<file path="src/sv/integer_matrix_multiply_macros.svh">
// Assertion macros used by the RTL controller
`ifndef INTEGER_MATRIX_MULTIPLY_MACROS_SVH
`define INTEGER_MATRIX_MULTIPLY_MACROS_SVH

`ifndef ASSERT_OFF
// same-cycle implication
`define IMM_ASSERT_IMPL(label, clk, rst_n, ante, cons) \
    label: assert property (@(posedge clk) disable iff (!rst_n) (ante) |-> (cons)) \
        else $error("imm assertion failed");
// next-cycle implication
`define IMM_ASSERT_NEXT(label, clk, rst_n, ante, cons) \
    label: assert property (@(posedge clk) disable iff (!rst_n) (ante) |=> (cons)) \
        else $error("imm assertion failed");
`else
`define IMM_ASSERT_IMPL(label, clk, rst_n, ante, cons)
`define IMM_ASSERT_NEXT(label, clk, rst_n, ante, cons)
`endif

`endif

</file>
<file path="src/sv/imm_pkg.sv">
package imm_pkg;

    localparam int DIM_DEF   = 64;
    localparam int IDX_W     = 6;
    localparam int DATA_W    = 32;
    localparam int S_FIELD_W = 2 * IDX_W + 3 * DATA_W;
    localparam int S_TDATA_W = ((S_FIELD_W + 7) / 8) * 8;
    localparam int M_FIELD_W = DATA_W + 2 * IDX_W;
    localparam int M_TDATA_W = ((M_FIELD_W + 7) / 8) * 8;

    localparam logic OP_WRITE = 1'b0;
    localparam logic OP_READ  = 1'b1;

    typedef enum logic [1:0] {
        ST_IDLE,
        ST_ISSUE,
        ST_DRAIN,
        ST_RESULT
    } state_t;

    typedef struct packed {
        logic write;     // store the accepted element
        logic start;     // latch a read request
        logic issue;     // fetch one A/B pair
        logic load_out;  // move the sum into the output register
    } cmd_t;

    typedef struct packed {
        logic req_inside;  // incoming row/col lie inside the matrix
        logic issue_last;  // final pair being fetched
        logic pipe_empty;  // no fetch or product in flight
    } sts_t;

endpackage

</file>
<file path="src/sv/imm_ctrl.sv">
`include "integer_matrix_multiply_macros.svh"

module imm_ctrl (
    input  logic           aclk,
    input  logic           aresetn,
    input  logic           s_tvalid,
    input  logic           s_tuser,
    output logic           s_tready,
    output logic           m_tvalid,
    input  logic           m_tready,
    output imm_pkg::cmd_t  cmd,
    input  imm_pkg::sts_t  sts
);
    import imm_pkg::*;

    state_t state_reg, state_next;
    logic   m_tvalid_reg, m_tvalid_next;
    logic   out_free;

    assign out_free = !m_tvalid_reg || m_tready;

    always_comb begin
        state_next = state_reg;
        unique case (state_reg)
            ST_IDLE: begin
                if (s_tvalid && s_tuser == OP_READ) begin
                    state_next = sts.req_inside ? ST_ISSUE : ST_RESULT;
                end
            end
            ST_ISSUE: begin
                if (sts.issue_last) begin
                    state_next = ST_DRAIN;
                end
            end
            ST_DRAIN: begin
                if (sts.pipe_empty) begin
                    state_next = ST_RESULT;
                end
            end
            ST_RESULT: begin
                if (out_free) begin
                    state_next = ST_IDLE;
                end
            end
            default: state_next = ST_IDLE;
        endcase
    end

    always_comb begin
        s_tready     = 1'b0;
        cmd          = '0;
        unique case (state_reg)
            ST_IDLE: begin
                s_tready  = 1'b1;
                cmd.write = s_tvalid && (s_tuser == OP_WRITE);
                cmd.start = s_tvalid && (s_tuser == OP_READ);
            end
            ST_ISSUE:  cmd.issue    = 1'b1;
            ST_DRAIN:  cmd          = '0;
            ST_RESULT: cmd.load_out = out_free;
            default:   cmd          = '0;
        endcase
    end

    // output beat holds until taken; a fresh load may replace a beat taken this cycle
    assign m_tvalid_next = cmd.load_out ? 1'b1 : (m_tready ? 1'b0 : m_tvalid_reg);

    always_ff @(posedge aclk) begin
        if (!aresetn) begin
            state_reg    <= ST_IDLE;
            m_tvalid_reg <= 1'b0;
        end else begin
            state_reg    <= state_next;
            m_tvalid_reg <= m_tvalid_next;
        end
    end

    assign m_tvalid = m_tvalid_reg;

    `IMM_ASSERT_IMPL(a_load_free, aclk, aresetn, cmd.load_out, !m_tvalid_reg || m_tready)
    `IMM_ASSERT_NEXT(a_last_drains, aclk, aresetn, state_reg == ST_ISSUE && sts.issue_last, state_reg == ST_DRAIN)
    `IMM_ASSERT_NEXT(a_read_runs, aclk, aresetn, cmd.start && sts.req_inside, state_reg == ST_ISSUE)
    `IMM_ASSERT_NEXT(a_result_shown, aclk, aresetn, cmd.load_out, m_tvalid_reg)

endmodule

</file>
<file path="config.mk">
export PLATFORM = sky130hd
export DESIGN_NAME = imm_ctrl
export DESIGN_NICKNAME = d
export VERILOG_FILES = /design/src/sv/imm_pkg.sv /design/src/sv/imm_ctrl.sv
export VERILOG_INCLUDE_DIRS = /design/src /design/src/sv
export SDC_FILE = /design/constraint.sdc
export NUM_CORES = 1
export LEC_CHECK = 0
export ABC_AREA = 1
export BUFFER_PORTS_ARGS = -buffer_cell sky130_fd_sc_hd__buf_2
export CAP_MARGIN = 20
export CORE_AREA = 10 10 47 49
export CTS_CLUSTER_DIAMETER = 40
export DETAILED_ROUTE_END_ITERATION = 8
export DIE_AREA = 0 0 57 59
export GPL_TIMING_DRIVEN = 0
export PLACE_DENSITY_LB_ADDON = 0.1
export SETUP_SLACK_MARGIN = 0.3
export SLEW_MARGIN = 20
export SYNTH_ARGS = -nofsm -noshare
export SYNTH_HDL_FRONTEND = slang
export SYNTH_SLANG_ARGS = --single-unit
</file>
<file path="constraint.sdc">
create_clock -name aclk -period 2 [get_ports aclk]
set_input_delay 0.4 -clock aclk [delete_from_list [all_inputs] [get_ports aclk]]
set_output_delay 0.4 -clock aclk [all_outputs]
set_load 0.03 [all_outputs]
</file>
==> results of run 1 <==
[worst max-delay path, delay by kind of cell, from the launching register on]
| kind | cells | cell delay (ns) |
|---|---|---|
| DFF | 1 | 0.33 |
| buffers and inverters | 2 | 0.29 |
| adders and majority gates | 1 | 0.23 |
| and+or+nand+nor | 2 | 0.14 |
[synth_stat cells]
cell and number:
inv_2 1, a21oi_1 1, inv_1 8, nor2_4 1
nand2_1 10, nor2_1 7, dfxtp_1 3, nand2_2 2
a21boi_0 1, o21ai_0 1, buf_4 1, ha_1 5
nand2_4 1, nand3_1 1
[power by group]
part	total (mW)	leakage [nW]	switching, mW	internal (mW)
clock	0.103	0.0150	0.0282	0.0745
combinational	0.432	0.196	0.276	0.156
sequential	0.117	0.0253	0.0274	0.0901
total	0.652	0.236	0.331	0.321
[cell type report]
type / count / share of cell area, %
multi-input combinational: 30 / 47.1
inverter: 9 / 8.31
buffer: 1 / 1.85
timing repair buffer: 13 / 16.0
clock buffer: 4 / 6.46
tap: 16 / 4.92
sequential: 3 / 15.4
[kinds of logic (layout without fill, tap and decap cells)]
kind of cell | Yosys count | in the layout | synth area share [%]
adders and majority gates | 5 | 5 | 21.9
buffers and inverters | 10 | 27 | 14.5
and+or+nand+nor | 22 | 22 | 36.4
AOI/OAI and AO/OA | 3 | 3 | 6.14
DFF | 3 | 3 | 21.1
[metrics by stage]
stage	util (%)	cell area, um^2
2_1_floorplan	-	290
3_3_place_gp	26.8	375
3_5_place_dp	26.8	375
4_1_cts	28.7	402
5_1_grt	29.0	407
6_report	29.0	407
[worst max-delay path by stage]
| stage | to | slack (ns) |
|---|---|---|
| 2_1_floorplan | cmd[2] | 0.40 |
| 3_3_place_gp | cmd[2] | 0.56 |
| 3_5_place_dp | cmd[2] | 0.56 |
| 4_1_cts | cmd[2] | 0.31 |
| 5_1_grt | cmd[2] | 0.29 |
| 6_report | cmd[3] | 0.38 |
[metal layers]
| metal | vias up | routed length [um] | GRT usage [%] |
|---|---|---|---|
| met2 | 10 | 282 | 6.05 |
| met1 | 117 | 254 | 3.35 |
| met5 | - | 0 | 0 |
| met3 | 0 | 72 | 3.00 |
| li1 | 159 | - | - |
| met4 | 0 | 0 | 2.01 |
==> flow_metrics.py, run 1 <==
metrics = {
    "sta": {
        "hold_viol_final": 0,
        "rsz0062_at_grt": "yes",
        "worstMarginPinSlew_ns": 0.160,
        "post-route-min-period_ns": 1.62,
        "finalCritPeriodShare_pct": 81.0,
        "maxSlewViolCount": 0,
        "skew_ns": 0.00151,
        "setup_slack_ns": 0.380,
        "max_freq_mhz": 617,
        "slew_headroom_pct": 89.4,
        "hold_ws_ns": 0.418,
        "finalSetupTns_ns": 0,
        "setup_viol": 0,
    },
    "global_route": {
        "grt_pass1_vias": 257,
        "grt_first_pass_wirelength_um": 1020,
        "antenna_found_initial": 0,
        "grt_max_degree": 5,
        "grt.overflow.total": 0,
        "grt_util_all_layers_pct": 3.77,
    },
    "logic_synthesis": {
        "yosys.cell_types.count": 14,
        "synth_cells": 43,
        "synth_area_leaders": "ha_1 (22%), dfxtp_1 (21%), nand2_1 (13%), inv_1 (11%), nor2_1 (9.2%)",
        "post_synth_instance_area_um2": 285,
        "synth-seq-cells": 3,
        "synth_top_area_cell": "ha_1",
        "yosysSeqAreaShare_pct": 21.1,
        "syn_avg_cell_area_um2": 6.63,
        "syn_nets": 56,
        "yosysWarnings": 0,
        "synth_top_area_share_pct": 21.9,
    },
    "status": {
        "status": "finished clean",
    },
    "drt": {
        "drtPass1Iterations": 2,
        "viasPerCell": 3.76,
        "antenna_left": 0,
        "wl_um": 608,
        "wl_per_cell_um": 8.00,
        "drc": 0,
        "vias": 286,
        "dr.first_iter.drc_count": 4,
    },
    "cells_and_area": {
        "nFillCells": 175,
        "final_common_cell": "buf_2",
        "multi_input_area_um2": 191,
        "nets": 74,
        "stdcell_count": 76,
        "largest_register_ffs": 2,
        "ff_latch_area_um2": 62.6,
        "antenna_cells": 0,
        "area_growth_pct": 42.5,
        "drive_gt1_share_pct": 45.0,
        "mostFrequentLayoutCells": "buf_2 (13), nand2_1 (10), inv_1 (8), nor2_1 (5), ha_1 (4)",
    },
    "setup_path": {
        "crit_slowest_cell": "dfxtp_2",
        "startpoint_type": "register",
        "r2r_slack_ns": 0.82,
        "r2r_start": "state_reg[0]",
        "r2r-end": "state_reg[1]",
        "endpoint_kind": "primary output",
        "required_ns": 1.60,
        "crit_chain": "inv_1 -> ha_2 -> nand2_1 -> nor2_2 -> buf_2",
        "crit_start": "state_reg[0]",
        "crit_fanout": 4,
        "critical_path_class": "register to primary output",
        "cp_data_arrival_time_ns": 1.22,
        "slowest_delay_ns": 0.33,
        "r2r_cells": 8,
    },
    "placement": {
        "place_ws_ns": 0.555,
        "hpwl_um": 552,
        "port_buffers": 13,
        "dp_cells": 72,
        "globalplace.congestion": 0.676,
    },
    "clock_tree": {
        "clock_latency_ns": 0.23,
        "ctsHoldBuffers": 0,
        "post_cts_resized": 0,
        "cts_sinks": 3,
        "numCtsBuffers": 3,
        "cts_setup_buffers": 0,
        "cts.clk_slew.worst_paths_ns": 0.03,
        "cts_tree": "done",
        "cts_root_buf": "clkbuf_4",
        "cts.htree.levels": 1,
        "clk_path_buf_depth": 2,
    },
    "hold_path": {
        "holdPathStages": 3,
        "holdCritStartpoint": "aresetn",
        "worstHoldEndpoint": "state_reg[0]",
        "hold_class": "input pin to register",
    },
    "die": {
        "fp.dieArea_um2": 3360,
        "die_h_um": 59,
        "rows": 14,
        "ios": 14,
        "fp.coreArea_um2": 1400,
        "start_util_pct": 20.4,
        "die_x_um": 57,
    },
    "flow_run": {
        "maxCapViolCount": 0,
    },
    "power": {
        "finalPower_uw": 652,
        "powerDensity_nw_per_um2": 1600,
        "ir_worst_vdd_mv": 0.470,
        "leakagePower_nw": 0.236,
    },
}
No activity file was read; power rests on OpenSTA's default activity.
==> run 2: changes to the inputs <==
- ABC_AREA: 1 -> 0
- clock period: 2 -> 1.7 ns (I/O delays scaled with it)
==> run 2 against run 1 <==
  * Via count down 5.6%
  * Design area grew 28%
  * Critical path depth shrank 1
  * Largest cell class unchanged
  * Die area unchanged
  * Synthesized cell count shrank 35%
==> flow_metrics.py, run 2 <==
metrics = {
    "sta": {
        "post-route-min-period_ns": 1.46,
        "maxSlewViolCount": 0,
        "skew_ns": 0.00166,
        "rsz0062_at_grt": "yes",
        "setup_slack_ns": 0.241,
        "worstMarginPinSlew_ns": 0.115,
        "hold_viol_final": 0,
        "slew_headroom_pct": 92.1,
        "finalSetupTns_ns": 0,
        "max_freq_mhz": 686,
        "finalCritPeriodShare_pct": 85.8,
        "setup_viol": 0,
    },
    "setup_path": {
        "required_ns": 1.36,
        "crit_chain": "ha_4 -> nor2b_1 -> buf_4 -> buf_6",
        "crit_fanout": 4,
        "endpoint_kind": "primary output",
        "crit_slowest_cell": "dfxtp_4",
        "startpoint_type": "register",
        "cp_data_arrival_time_ns": 1.12,
        "slowest_delay_ns": 0.36,
        "path_delay_family": "flip-flops",
        "path_buf_inv": 2,
        "critical_path_class": "register to primary output",
        "r2r_start": "state_reg[1]",
        "crit_start": "state_reg[0]",
    },
    "status": {
        "status": "finished clean",
    },
    "power": {
        "p_int_uw": 402,
        "switching_share_pct": 40.4,
        "power_switching_uw": 272,
        "seqPwrFrac_pct": 19.5,
        "pwr-share-comb_pct": 61.7,
        "ir_worst_vdd_mv": 0.636,
        "powerDensity_nw_per_um2": 1290,
        "leakagePower_nw": 0.238,
        "pwr-share-clk_pct": 18.8,
    },
    "drt": {
        "drtPass1Iterations": 2,
        "viasPerCell": 4.03,
        "drc": 0,
        "wl_per_cell_um": 10.9,
        "antenna_left": 0,
        "dr.first_iter.drc_count": 2,
        "wl_um": 732,
        "vias": 270,
    },
    "flow_run": {
        "maxCapViolCount": 0,
    },
    "die": {
        "rows": 14,
        "die_x_um": 57,
        "die_h_um": 59,
        "start_util_pct": 18.2,
        "fp.dieArea_um2": 3360,
        "fp.coreArea_um2": 1400,
        "ios": 14,
    },
    "global_route": {
        "grt_first_pass_wirelength_um": 1240,
        "grt_util_all_layers_pct": 4.84,
        "grt_max_degree": 6,
        "antenna_found_initial": 0,
        "grt_pass1_vias": 298,
        "grt.overflow.total": 0,
    },
    "logic_synthesis": {
        "synth_top_area_cell": "ha_1",
        "syn_nets": 41,
        "yosys.cell_types.count": 16,
        "synth_cells": 28,
        "yosysWarnings": 0,
        "synth_edf_count": 0,
        "syn_avg_cell_area_um2": 9.12,
        "post_synth_instance_area_um2": 255,
        "synthMostInstantiatedCell": "ha_1",
        "synth-seq-cells": 3,
        "yosysSeqAreaShare_pct": 23.5,
        "synth_top_area_share_pct": 24.5,
        "async_flop_share_pct": 0,
        "synthTopCellsByCount": "ha_1 (5), nand2_1 (4), dfxtp_1 (3)",
        "synth_top_flop_cell": "dfxtp_1",
        "synth_area_leaders": "ha_1 (25%), dfxtp_1 (24%), mux2i_1 (7.8%), nand2_1 (5.9%), nor2b_4 (5.4%)",
    },
    "cells_and_area": {
        "drive_gt1_share_pct": 68.6,
        "largest_register_ffs": 2,
        "mostFrequentLayoutCells": "buf_2 (9), buf_6 (6), buf_4 (5), nand2_1 (4), ha_4 (4)",
        "nets": 65,
        "multi_input_area_um2": 245,
        "nFillCells": 156,
        "area_growth_pct": 104,
        "antenna_cells": 0,
        "final_common_cell": "buf_2",
        "ff_latch_area_um2": 67.6,
    },
    "placement": {
        "port_buffers": 13,
        "globalplace.congestion": 0.709,
        "hpwl_um": 554,
        "place_ws_ns": 0.260,
    },
    "clock_tree": {
        "cts_root_buf": "clkbuf_4",
        "cts.clk_slew.worst_paths_ns": 0.04,
        "ctsHoldBuffers": 0,
        "cts_sinks": 3,
        "cts.htree.levels": 1,
        "clock_latency_ns": 0.23,
        "numCtsBuffers": 3,
        "cts_tree": "done",
        "clk_path_buf_depth": 2,
    },
    "hold_path": {
        "hold_class": "input pin to register",
        "holdCritStartpoint": "aresetn",
    },
}
[run 2: logic make-up (layout without fill, tap and decap cells)]
family / Yosys count / count (layout) / synth area share [%]
compound gates: 5 / 5 / 15.2
fa+ha+maj: 5 / 5 / 24.5
buf+inv: 3 / 26 / 5.88
flops: 3 / 3 / 23.5
mux: 2 / 2 / 7.84
simple gates: 10 / 10 / 23.0
[run 2: power by group through the flow]
| stage | clock (mW) | combinational (mW) | sequential (mW) |
|---|---|---|---|
| floorplan | 0 | 0.247 | 0.118 |
| global placement | 0 | 0.299 | 0.117 |
| detailed placement | 0 | 0.300 | 0.119 |
| CTS | 0.136 | 0.402 | 0.131 |
| global route | 0.144 | 0.459 | 0.136 |
| finish | 0.127 | 0.416 | 0.132 |
[run 2: what timing repair did]
action | 4_1_cts | 5_1_grt
gates resized for setup | 18 | 5
pin swaps | 5 | 1
setup buffers | 6 | 0
setup endpoints to repair | 6 | 6
hold endpoints to repair | 0 | 0
[run 2: stage by stage]
stage | power [mW] | std cells | hold WS (ns) | area (um^2) | utilization (%)
after floorplan | 0.364 | 28 | 0.458 | 285 | -
after global placement | 0.415 | 57 | 0.481 | 370 | 26.4
after detailed placement | 0.418 | 57 | 0.488 | 370 | 26.4
after CTS | 0.668 | 67 | 0.363 | 508 | 36.3
after global routing | 0.739 | 67 | 0.376 | 522 | 37.2
final | 0.674 | 67 | 0.371 | 522 | 37.2
[run 2: layout make-up]
cell class              instances  share of cell area, %
inverters                       2                   2.40
plain buffers                   1                   1.44
flip-flops and latches          3                   12.9
repair buffers                 19                   27.3
well taps                      16                   3.84
clock buffers                   4                   5.04
multi-input cells              22                   47.0
[run 2: worst paths after layout]
kind	end	slack, ns	depth (start not counted)
hold / removal	m_tvalid	0.37	2
hold reg to reg	state_reg[0]	0.53	2
setup / recovery	cmd[0]	0.24	4
setup reg to reg	state_reg[0]	0.28	6
[run 2: metal layers]
metal | global-route usage, % | share of wire [%] | vias to the layer above | wire length (um)
met5 | 0 | 0 | - | 0
met4 | 2.01 | 1.6 | 0 | 12
met3 | 4.08 | 9.7 | 2 | 71
met2 | 8.53 | 52 | 11 | 379
met1 | 3.80 | 37 | 117 | 268
li1 | - | - | 140 | -
==> run 3: changes to the inputs <==
- ABC_AREA: 0 -> 1
==> run 3 against run 2 <==
  * Register-to-register slack improved by 0.12 ns
  * Wire length is 1.5% higher
  * Worst setup slack improved by 0.022 ns
==> flow_metrics.py, run 3 (synthesized netlist as in run 1, its figures left out) <==
metrics = {
    "clock_tree": {
        "clk_path_buf_depth": 2,
        "cts.htree.levels": 1,
        "numCtsBuffers": 3,
        "clock_latency_ns": 0.23,
        "cts_tree": "done",
        "cts.clk_slew.worst_paths_ns": 0.04,
        "cts_sinks": 3,
        "ctsHoldBuffers": 0,
        "cts_root_buf": "clkbuf_4",
    },
    "cells_and_area": {
        "largest_register_ffs": 2,
        "drive_gt1_share_pct": 58.7,
        "final_core_util_pct": 35.5,
        "antenna_cells": 0,
        "multi_input_area_um2": 225,
        "ff_latch_area_um2": 67.6,
        "area_growth_pct": 74.6,
        "mostFrequentLayoutCells": "nand2_1 (9), buf_2 (9), nor2_1 (5)",
        "nets": 77,
        "nFillCells": 165,
        "stdcell_count": 79,
    },
    "sta": {
        "skew_ns": 0.00418,
        "finalCritPeriodShare_pct": 84.5,
        "slew_headroom_pct": 89.7,
        "max_freq_mhz": 696,
        "setup_viol": 0,
        "finalSetupTns_ns": 0,
        "maxSlewViolCount": 0,
        "hold_viol_final": 0,
        "post-route-min-period_ns": 1.44,
        "worstMarginPinSlew_ns": 0.154,
        "rsz0062_at_grt": "yes",
    },
    "status": {
        "status": "finished clean",
    },
    "die": {
        "fp.dieArea_um2": 3360,
        "start_util_pct": 20.4,
        "rows": 14,
        "ios": 14,
        "die_h_um": 59,
        "fp.coreArea_um2": 1400,
        "die_x_um": 57,
    },
    "setup_path": {
        "slowest_delay_ns": 0.36,
        "crit_slowest_cell": "dfxtp_4",
        "crit_fanout": 4,
        "path_buf_inv": 2,
        "cp_data_arrival_time_ns": 1.10,
        "critical_path_class": "register to primary output",
        "endpoint_kind": "primary output",
        "path_delay_family": "flip-flops",
        "startpoint_type": "register",
        "required_ns": 1.36,
        "crit_chain": "inv_4 -> ha_4 -> nand2_2 -> nor2_2 -> buf_6",
    },
    "placement": {
        "dp_cells": 72,
        "hpwl_um": 582,
        "port_buffers": 13,
        "globalplace.congestion": 0.667,
    },
    "drt": {
        "wl_per_cell_um": 9.41,
        "viasPerCell": 3.97,
        "vias": 314,
        "wl_um": 743,
        "drtPass1Iterations": 1,
        "drc": 0,
        "antenna_left": 0,
        "dr.first_iter.drc_count": 0,
    },
    "flow_run": {
        "maxCapViolCount": 0,
    },
    "global_route": {
        "grt_max_degree": 5,
        "grt_util_all_layers_pct": 4.47,
        "antenna_found_initial": 0,
        "grt_first_pass_wirelength_um": 1280,
        "grt_pass1_vias": 338,
        "grt.overflow.total": 0,
    },
    "power": {
        "powerDensity_nw_per_um2": 1970,
        "ir_worst_vdd_mv": 0.576,
        "leakagePower_nw": 0.256,
        "finalPower_uw": 979,
    },
    "hold_path": {
        "hold_class": "input pin to register",
    },
}
[run 3: cell types whose count changed in the layout (fill, tap and decap cells not counted), moves of 2 or more]
cell,change
nor2_4,+2
nor2b_4,-2
nor2_1,+5
inv_1,+4
ha_4,-2
buf_6,-2
inv_2,+3
ha_1,+2
mux2i_1,-2
nand2_2,+3
nand2_1,+5
[run 3: per-layer routing]
metal | vias to the layer above | share of wire, % | track usage (%)
li1 | 163 | - | -
met4 | 0 | 0 | 3.02
met3 | 0 | 11 | 1.29
met5 | - | 0 | 0
met1 | 141 | 35 | 4.08
met2 | 10 | 54 | 8.37
[run 3: worst paths after layout]
| path | startpoint | to | cells past startpoint | slack [ns] |
|---|---|---|---|---|
| setup / recovery | state_reg[0] | cmd[3] | 5 | 0.26 |
| hold / removal | aresetn | state_reg[1] | 3 | 0.35 |
| setup reg to reg | state_reg[0] | state_reg[0] | 9 | 0.40 |
| hold reg to reg | m_tvalid | m_tvalid | 2 | 0.52 |
[run 3: timing repair]
action | CTS | global route
buffers inserted | 2 | 1
endpoints found under the setup margin | 5 | 4
resized for setup | 21 | 2
pin swaps | 2 | 2
hold endpoints to repair | 0 | 0
[run 3: through the flow]
step	hold slack, ns	instance area [um^2]	setup slack [ns]
detailed placement	0.502	383	0.321
finish	0.351	498	0.264
global route	0.373	498	0.218
CTS	0.348	488	0.247
global placement	0.504	383	0.327
floorplan	0.460	298	0.278
[run 3: worst reg2reg max path, stage by stage (launching register included)]
cell and delay, ns:
dfxtp_4 0.37, inv_4 0.05, buf_4 0.12, ha_1 0.20
nand2_1 0.11, nand2_4 0.06, nor2_4 0.13, nand2_1 0.06
nand2_1 0.05, nor2_1 0.04
[run 3: layout make-up]
cell class | instances | share of cell area (%)
multi-input combinational | 30 | 45.2
buffer | 1 | 1.51
inverter | 9 | 7.79
sequential | 3 | 13.6
clock buffer | 4 | 5.28
timing repair buffer | 16 | 22.6
tap | 16 | 4.02
[run 3: power breakdown]
part | internal (mW) | total [mW] | switching [mW]
sequential | 0.116 | 0.169 | 0.0521
combinational | 0.303 | 0.687 | 0.384
clock | 0.0878 | 0.123 | 0.0350
